File: src/bls_pkg.sv
// Shared constants, codes and helpers for the Bresenham line stepper.
// Used by the stepper top level and its port checker; no dependencies.
package bls_pkg;

    // Input field widths
    localparam int unsigned PIX_W    = 13;   // endpoint in whole pixels
    localparam int unsigned SCALE_W  = 5;    // supersample factor
    localparam int unsigned BUF_W    = 16;   // buffer width / height
    localparam int unsigned COORD_W  = 18;   // scaled coordinate, signed
    localparam int unsigned DIFF_W   = 19;   // difference of two coordinates
    localparam int unsigned DELTA_W  = 18;   // absolute delta, unsigned
    localparam int unsigned ERR_W    = 20;   // error accumulator, signed
    localparam int unsigned OUT_COORD_W = 17; // emitted sample coordinate

    // Stream payload widths
    localparam int unsigned IN_DATA_W  = 56; // 4 x 13 bits, padded to bytes
    localparam int unsigned OUT_DATA_W = 40; // 2 x 17 bits, padded to bytes

    // Operation codes (carried in s_axis_tuser)
    localparam logic OP_START = 1'b0;
    localparam logic OP_STEP  = 1'b1;

    // Configuration register indexes
    localparam int unsigned CFG_IDX_W = 2;
    localparam logic [CFG_IDX_W-1:0] CFG_SAMPLE_SCALE  = 2'd0;
    localparam logic [CFG_IDX_W-1:0] CFG_BUFFER_WIDTH  = 2'd1;
    localparam logic [CFG_IDX_W-1:0] CFG_BUFFER_HEIGHT = 2'd2;

    // Configuration reset values
    localparam logic [SCALE_W-1:0] SCALE_RST  = 5'd1;
    localparam logic [BUF_W-1:0]   WIDTH_RST  = 16'd1024;
    localparam logic [BUF_W-1:0]   HEIGHT_RST = 16'd1024;

    // Pixel coordinate times the supersample factor; the product always fits 18 bits
    function automatic logic signed [COORD_W-1:0] scale_coord(
        input logic signed [PIX_W-1:0] c,
        input logic [SCALE_W-1:0]      s
    );
        logic signed [COORD_W-1:0] c_ext;
        logic signed [COORD_W-1:0] s_ext;
        c_ext = COORD_W'(c);
        s_ext = $signed({{(COORD_W-SCALE_W){1'b0}}, s});
        return c_ext * s_ext;
    endfunction

    // Magnitude of a signed difference
    function automatic logic [DELTA_W-1:0] abs_diff(input logic signed [DIFF_W-1:0] d);
        logic signed [DIFF_W-1:0] m;
        m = d[DIFF_W-1] ? -d : d;
        return m[DELTA_W-1:0];
    endfunction

endpackage

File: src/bresenham_line_stepper_unit.sv
// Bresenham line stepper top level: input register, start/step logic, result register.
// Depends on bls_pkg for widths, operation codes and register indexes.
//
// Usage:
//   s_axis carries requests. s_axis_tuser is the operation: start loads a new
//   line from the endpoints in s_axis_tdata, step asks for the next sample.
//   m_axis carries one sample per step while a line is active, with tlast on
//   the final sample and tuser set when the sample lies inside the buffer.
//   A start gives no result; a step with no active line gives nothing.
//   The cfg channel writes sample_scale, buffer_width and buffer_height; it is
//   always ready and is meant to be written while no request is in flight.
// Timing:
//   A request is registered on acceptance (scaling multiply happens at the
//   input); when it advances it updates the line state and loads the result
//   register, so a step's sample passes the input register and then the result
//   register before it is valid on m_axis.
//   One request per cycle is sustained while m_axis_tready is high; the line state
//   update (one add, one compare and one subtract on the error term) is the per-cycle loop.
// Reset and stalls:
//   Synchronous active-low reset empties both registers, ends any line and
//   restores the configuration defaults. While m_axis_tready is low a result
//   holds; the input register still takes one more request, and further
//   step requests wait until the result is taken.
module bresenham_line_stepper_unit (
    input  logic                                 i_clk,
    input  logic                                 i_rst_n,
    // request stream
    input  logic                                 s_axis_tvalid,
    output logic                                 s_axis_tready,
    // [12:0] start_x, [25:13] start_y, [38:26] end_x, [51:39] end_y, [55:52] zero
    input  logic [bls_pkg::IN_DATA_W-1:0]        s_axis_tdata,
    // [0] operation
    input  logic                                 s_axis_tuser,
    // sample stream
    output logic                                 m_axis_tvalid,
    input  logic                                 m_axis_tready,
    // [16:0] sample_x, [33:17] sample_y, [39:34] zero
    output logic [bls_pkg::OUT_DATA_W-1:0]       m_axis_tdata,
    // [0] inside_res
    output logic                                 m_axis_tuser,
    output logic                                 m_axis_tlast,
    // configuration writes
    input  logic                                 i_cfg_valid,
    output logic                                 o_cfg_ready,
    input  logic [bls_pkg::CFG_IDX_W-1:0]        i_cfg_index,
    input  logic [bls_pkg::BUF_W-1:0]            i_cfg_data
);

    localparam int unsigned CW = bls_pkg::COORD_W;
    localparam int unsigned DW = bls_pkg::DIFF_W;
    localparam int unsigned EW = bls_pkg::ERR_W;
    localparam int unsigned MW = bls_pkg::DELTA_W;
    localparam int unsigned SW = bls_pkg::OUT_COORD_W;
    localparam int unsigned PW = bls_pkg::PIX_W;

    // Configuration registers
    logic [bls_pkg::SCALE_W-1:0] r_scale;
    logic [bls_pkg::BUF_W-1:0]   r_buf_w;
    logic [bls_pkg::BUF_W-1:0]   r_buf_h;

    // Input register (scaled endpoints)
    logic                 r_in_valid;
    logic                 r_in_op;
    logic signed [CW-1:0] r_x0, r_y0, r_x1, r_y1;

    // Line state
    logic                 r_active;
    logic                 r_swapped;
    logic                 r_minor_down;
    logic signed [CW-1:0] r_major_pos, r_major_end, r_minor_pos;
    logic [MW-1:0]        r_major_delta, r_minor_delta;
    logic signed [EW-1:0] r_err;

    // Result register
    logic                 r_out_valid;
    logic [SW-1:0]        r_out_x, r_out_y;
    logic                 r_out_inside, r_out_last;

    // Handshake
    logic in_accept, cfg_accept, advance, produce, out_free;

    assign o_cfg_ready = 1'b1;
    assign cfg_accept  = i_cfg_valid & o_cfg_ready;

    assign produce       = (r_in_op == bls_pkg::OP_STEP) & r_active;
    assign out_free      = ~r_out_valid | m_axis_tready;
    assign advance       = r_in_valid & (~produce | out_free);
    assign s_axis_tready = ~r_in_valid | advance;
    assign in_accept     = s_axis_tvalid & s_axis_tready;

    // Configuration writes
    always_ff @(posedge i_clk) begin
        if (!i_rst_n) begin
            r_scale <= bls_pkg::SCALE_RST;
            r_buf_w <= bls_pkg::WIDTH_RST;
            r_buf_h <= bls_pkg::HEIGHT_RST;
        end else if (cfg_accept) begin
            case (i_cfg_index)
                bls_pkg::CFG_SAMPLE_SCALE:  r_scale <= i_cfg_data[bls_pkg::SCALE_W-1:0];
                bls_pkg::CFG_BUFFER_WIDTH:  r_buf_w <= i_cfg_data;
                bls_pkg::CFG_BUFFER_HEIGHT: r_buf_h <= i_cfg_data;
                default: ;
            endcase
        end
    end

    // Input register: scale endpoints as the request is taken
    always_ff @(posedge i_clk) begin
        if (!i_rst_n) begin
            r_in_valid <= 1'b0;
        end else if (in_accept) begin
            r_in_valid <= 1'b1;
        end else if (advance) begin
            r_in_valid <= 1'b0;
        end
    end

    always_ff @(posedge i_clk) begin
        if (in_accept) begin
            r_in_op <= s_axis_tuser;
            r_x0    <= bls_pkg::scale_coord(s_axis_tdata[PW-1:0], r_scale);
            r_y0    <= bls_pkg::scale_coord(s_axis_tdata[2*PW-1:PW], r_scale);
            r_x1    <= bls_pkg::scale_coord(s_axis_tdata[3*PW-1:2*PW], r_scale);
            r_y1    <= bls_pkg::scale_coord(s_axis_tdata[4*PW-1:3*PW], r_scale);
        end
    end

    // Start: pick the major axis, order endpoints, derive deltas
    logic signed [DW-1:0] dx, dy, db;
    logic [MW-1:0]        adx, ady;
    logic                 steep, reorder;
    logic signed [CW-1:0] a0, b0, a1, b1, sa0, sb0, sa1, sb1;
    logic signed [DW-1:0] da;

    always_comb begin
        dx    = DW'(r_x1) - DW'(r_x0);
        dy    = DW'(r_y1) - DW'(r_y0);
        adx   = bls_pkg::abs_diff(dx);
        ady   = bls_pkg::abs_diff(dy);
        steep = adx < ady;
        a0    = steep ? r_y0 : r_x0;
        b0    = steep ? r_x0 : r_y0;
        a1    = steep ? r_y1 : r_x1;
        b1    = steep ? r_x1 : r_y1;
        reorder = a0 > a1;
        sa0   = reorder ? a1 : a0;
        sb0   = reorder ? b1 : b0;
        sa1   = reorder ? a0 : a1;
        sb1   = reorder ? b0 : b1;
        db    = DW'(sb1) - DW'(sb0);
        da    = DW'(sa1) - DW'(sa0);
    end

    // Step: emit current sample, advance the error term
    logic signed [CW-1:0]   cur_x, cur_y;
    logic                   is_last, in_bounds;
    logic signed [EW:0]     err_add;
    logic signed [EW+1:0]   err_twice;
    logic                   minor_step;
    logic signed [EW:0]     err_sub;

    always_comb begin
        cur_x   = r_swapped ? r_minor_pos : r_major_pos;
        cur_y   = r_swapped ? r_major_pos : r_minor_pos;
        is_last = r_major_pos == r_major_end;
        in_bounds = ~cur_x[CW-1] & (cur_x[CW-2:0] < {1'b0, r_buf_w})
                  & ~cur_y[CW-1] & (cur_y[CW-2:0] < {1'b0, r_buf_h});
        err_add    = (EW+1)'(r_err) + $signed({1'b0, (EW)'(r_minor_delta)});
        err_twice  = {err_add, 1'b0};
        minor_step = err_twice >= $signed({(EW+2-MW)'(0), r_major_delta});
        err_sub    = err_add - $signed({1'b0, (EW)'(r_major_delta)});
    end

    // Line state update
    always_ff @(posedge i_clk) begin
        if (!i_rst_n) begin
            r_active      <= 1'b0;
            r_swapped     <= 1'b0;
            r_minor_down  <= 1'b0;
            r_major_pos   <= '0;
            r_major_end   <= '0;
            r_minor_pos   <= '0;
            r_major_delta <= '0;
            r_minor_delta <= '0;
            r_err         <= '0;
        end else if (advance) begin
            if (r_in_op == bls_pkg::OP_START) begin
                r_active      <= 1'b1;
                r_swapped     <= steep;
                r_minor_down  <= db[DW-1] | (db == '0);
                r_major_pos   <= sa0;
                r_major_end   <= sa1;
                r_minor_pos   <= sb0;
                r_major_delta <= da[MW-1:0];
                r_minor_delta <= bls_pkg::abs_diff(db);
                r_err         <= '0;
            end else if (r_active) begin
                if (is_last) begin
                    r_active <= 1'b0;
                end else begin
                    r_major_pos <= r_major_pos + CW'(1);
                    if (minor_step) begin
                        r_minor_pos <= r_minor_down ? r_minor_pos - CW'(1)
                                                    : r_minor_pos + CW'(1);
                        r_err       <= err_sub[EW-1:0];
                    end else begin
                        r_err       <= err_add[EW-1:0];
                    end
                end
            end
        end
    end

    // Result register
    always_ff @(posedge i_clk) begin
        if (!i_rst_n) begin
            r_out_valid <= 1'b0;
        end else if (advance && produce) begin
            r_out_valid <= 1'b1;
        end else if (m_axis_tready) begin
            r_out_valid <= 1'b0;
        end
    end

    always_ff @(posedge i_clk) begin
        if (advance && produce) begin
            r_out_x      <= cur_x[SW-1:0];
            r_out_y      <= cur_y[SW-1:0];
            r_out_inside <= in_bounds;
            r_out_last   <= is_last;
        end
    end

    assign m_axis_tvalid = r_out_valid;
    assign m_axis_tdata  = {(bls_pkg::OUT_DATA_W-2*SW)'(0), r_out_y, r_out_x};
    assign m_axis_tuser  = r_out_inside;
    assign m_axis_tlast  = r_out_last;

endmodule

File: config.mk
export PLATFORM = sky130hd
export DESIGN_NAME = bresenham_line_stepper_unit
export DESIGN_NICKNAME = d
export VERILOG_FILES = /design/src/bls_pkg.sv /design/src/bresenham_line_stepper_unit.sv
export SDC_FILE = /design/constraint.sdc
export NUM_CORES = 2
export LEC_CHECK = 0
export BUFFER_PORTS_ARGS = -buffer_cell sky130_fd_sc_hd__clkbuf_2
export CAP_MARGIN = 25
export CORE_MARGIN = 4
export CORE_UTILIZATION = 40
export DETAILED_ROUTE_END_ITERATION = 8
export GPL_TIMING_DRIVEN = 1
export PLACE_DENSITY = 0.55
export SKIP_LAST_GASP = 1
export SYNTH_ARGS = -nofsm -noshare
export SYNTH_HDL_FRONTEND = slang
export SYNTH_SLANG_ARGS = --single-unit
File: constraint.sdc
create_clock -name i_clk -period 17.45 [get_ports i_clk]
set_input_delay 5.235 -clock i_clk [delete_from_list [all_inputs] [get_ports i_clk]]
set_output_delay 5.235 -clock i_clk [all_outputs]
set_load 0.02 [all_outputs]
==> metrics.txt <==
pin count of the biggest net entering global routing 81; CTS Sinks 261; slowest stage cell, crit path o21ai_0; XOR/XNOR share of the synthesized area 6.05%; Netlist cell types 97; Critical Path Start Type flop; combinational family with the most area after synthesis adder cells; ant diodes 0; Setup Total Neg Slack 0 ns; first-pass GRT wire length 129 mm; WP data required 17.85 ns; share of cells above drive strength 1 7.82%; worst r2r src r_x1[0]$_DFFE_PP_; CP Max Fanout 80; clock slew at reported path FFs 0.06 ns; TritonCTS Buffers 35; met1 WL 38.5 mm; Final Hold Viols 0; R2R Setup Slk 3.28 ns; Synth Register Bits 261; met3 WL 3.84 mm; Simple-Gate Fraction of Synth Area 18.2%; fin crit share 81.2%; Seq/Total Area, Yosys 21.8%; Tmin final 14.17 ns; vias per std cell 5.38; vias in the first global route 22.9k; multiplexer share of the synthesized area 3.12%; Max-cap violations 0; RePlAce Congestion 0.907; Yosys top cell area share 13.7%; Compound-Gate Fraction of Synth Area 19.1%; CTS max path bufs 3; Area Growth Syn to Fin 9.07%; status finished, final reports clean; most frequent cells in the layout nand2_1, inv_1, ha_1; via count 24.0k; Worst Clk Skew 0.0350 ns; EDFF count, synth 109; Synth area leaders ha_1, edfxtp_1, fa_1; Buf/Inv on CP 3; Finish-stage setup viols 0; Initial DRC Count 1,708; critical path's largest stage delay 0.82 ns; Worst Setup EP r_minor_delta[16]$_SDFFE_PN0P_; root buf cell clkbuf_16; initial antenna violation count 1; Wirelength per Cell 18.3 um; WL met2 38.1 mm; area share of fa/ha/maj cells after synthesis 25.2%; DR top layer met5; CP Launch Point r_x1[0]$_DFFE_PP_; most used flip-flop cell after synthesis dfxtp_1; Syn Std Cell Area 29,000 um^2; relative slew slack 28.9%; syn_area_per_cell 8.40 um^2; I/O Buffers 113; final global-route overflow total 0; Stages on worst setup path 44; Slew @ Worst Pin 1.05 ns; total iterations of the first detailed-routing run 9; cts repair resizes 0; CTS tree built; WS Path Type flop to flop; die footprint 76,800 um^2; detailed placement HPWL 64.7 mm; CP arrival 14.57 ns; RR Endpoint r_minor_delta[16]$_SDFFE_PN0P_; H-tree Lvls 2; CP endpoint kind flop; commonest non-fill, non-tap cell in the layout nand2_1; total core area 71,600 um^2; RSZ-0062 raised after global routing false; Yosys Warn Count 0; Die H 277 um; # rows 98; nets 4,049; Mapped Cells 3,451; # Post-CTS Setup Buffers 0; Die Span X 277 um; Tot GR Track Use 20.8%; final wirelength 81.9 mm; FMAX 70.6 MHz; max-slew violation count 0; hold_buf cts 0; CP top delay family compound AO/OA/AOI/OAI gates; Initial Util 40.5%; post-synthesis async set-or-reset flop share 0%; Hold Path Class flop to flop; Top Ports 125; top cell type by total area after synthesis ha_1; worst r2r path cells 44; post-route ant nets 0; DRC 0; clk_lat worst skew 0.56 ns
==> registers in the layout (all words and copies together) (netlist names), 5 cells and up <==
register	flops
r_err	20
r_major_delta	18
r_major_end	18
r_major_pos	18
r_minor_delta	18
r_minor_pos	18
r_x0	18
r_x1	18
r_y0	18
r_y1	18
r_out_x	17
r_out_y	17
r_buf_h	16
r_buf_w	16
r_scale	5
==> logic make-up (layout without fill, tap and decap cells) <==
| kind of cell | after synthesis | count (layout) |
|---|---|---|
| AND/OR/NAND/NOR | 1093 | 1093 |
| AO/OA/AOI/OAI | 845 | 845 |
| adder cells (fa/ha/maj) | 489 | 489 |
| buffers and inverters | 476 | 535 |
| flip-flops | 261 | 261 |
| XOR/XNOR | 200 | 200 |
| multiplexers | 85 | 85 |
| other | 2 | 7 |
==> worst reg2reg max path: cells and delay by family (launching register included) <==
family / cells / cell delay [ns]
buffers and inverters: 3 / 1.40
AOI/OAI and AO/OA: 22 / 6.31
muxes: 3 / 1.54
adders and majority gates: 5 / 1.76
and+or+nand+nor: 10 / 2.30
xor gates and xnor gates: 1 / 0.25
DFF: 1 / 0.46
==> synthesized netlist by cell type (all sizes together) (69+ instances only) <==
library cell,instances
xnor2,146
edfxtp,109
a21oi,237
o211ai,69
nor2,198
ha,318
inv,327
dfxtp,152
clkbuf,95
fa,162
o21ai,164
and2,187
nand2,411
==> through the flow <==
step                      cell area [um^2]  setup WS [ns]  util [%]  instances  hold WS [ns]
after floorplan                      29000           5.80         -       3456         0.429
after global placement               30400           3.20      42.4       4399         0.441
after detailed placement             30400           3.24      42.4       4399         0.447
after CTS                            31500           3.15      44.1       4462         0.455
after global routing                 31600           2.44      44.1       4465         0.472
final                                31600           3.28      44.1       4465         0.454
==> cell type report <==
type	instances	area [um^2]
fill	7245	40000
multi-input combinational	2719	20800
sequential	261	6320
inverter	329	1240
tap	950	1190
clock buffer	48	1020
timing repair buffer	143	821
clock inverter	15	176
==> per-layer routing <==
| layer | GRT usage, % | vias up |
|---|---|---|
| li1 | - | 12100 |
| met1 | 29.0 | 11400 |
| met2 | 34.9 | 489 |
| met3 | 2.69 | 85 |
| met4 | 3.72 | 2 |
| met5 | 0 | - |
==> how the worst min path moves through the flow <==
| stage | slack, ns | start | cells past startpoint | end |
|---|---|---|---|---|
| 4_1_cts | 0.45 | r_buf_w[0]$_SDFFE_PN0P_ | 2 | r_buf_w[0]$_SDFFE_PN0P_ |
| 3_5_place_dp | 0.45 | r_buf_w[0]$_SDFFE_PN0P_ | 2 | r_buf_w[0]$_SDFFE_PN0P_ |
| 3_3_place_gp | 0.44 | r_err[14]$_SDFFE_PN0P_ | 2 | r_err[14]$_SDFFE_PN0P_ |
| 2_1_floorplan | 0.43 | r_err[10]$_SDFFE_PN0P_ | 2 | r_err[10]$_SDFFE_PN0P_ |
| 5_1_grt | 0.47 | r_buf_h[15]$_SDFFE_PN0P_ | 2 | r_buf_h[15]$_SDFFE_PN0P_ |
| 6_report | 0.45 | r_major_delta[6]$_SDFFE_PN0P_ | 2 | r_major_delta[6]$_SDFFE_PN0P_ |
Power is not shown: default switching activity piles up to over one toggle a cycle in this logic, so the estimate is an artifact.
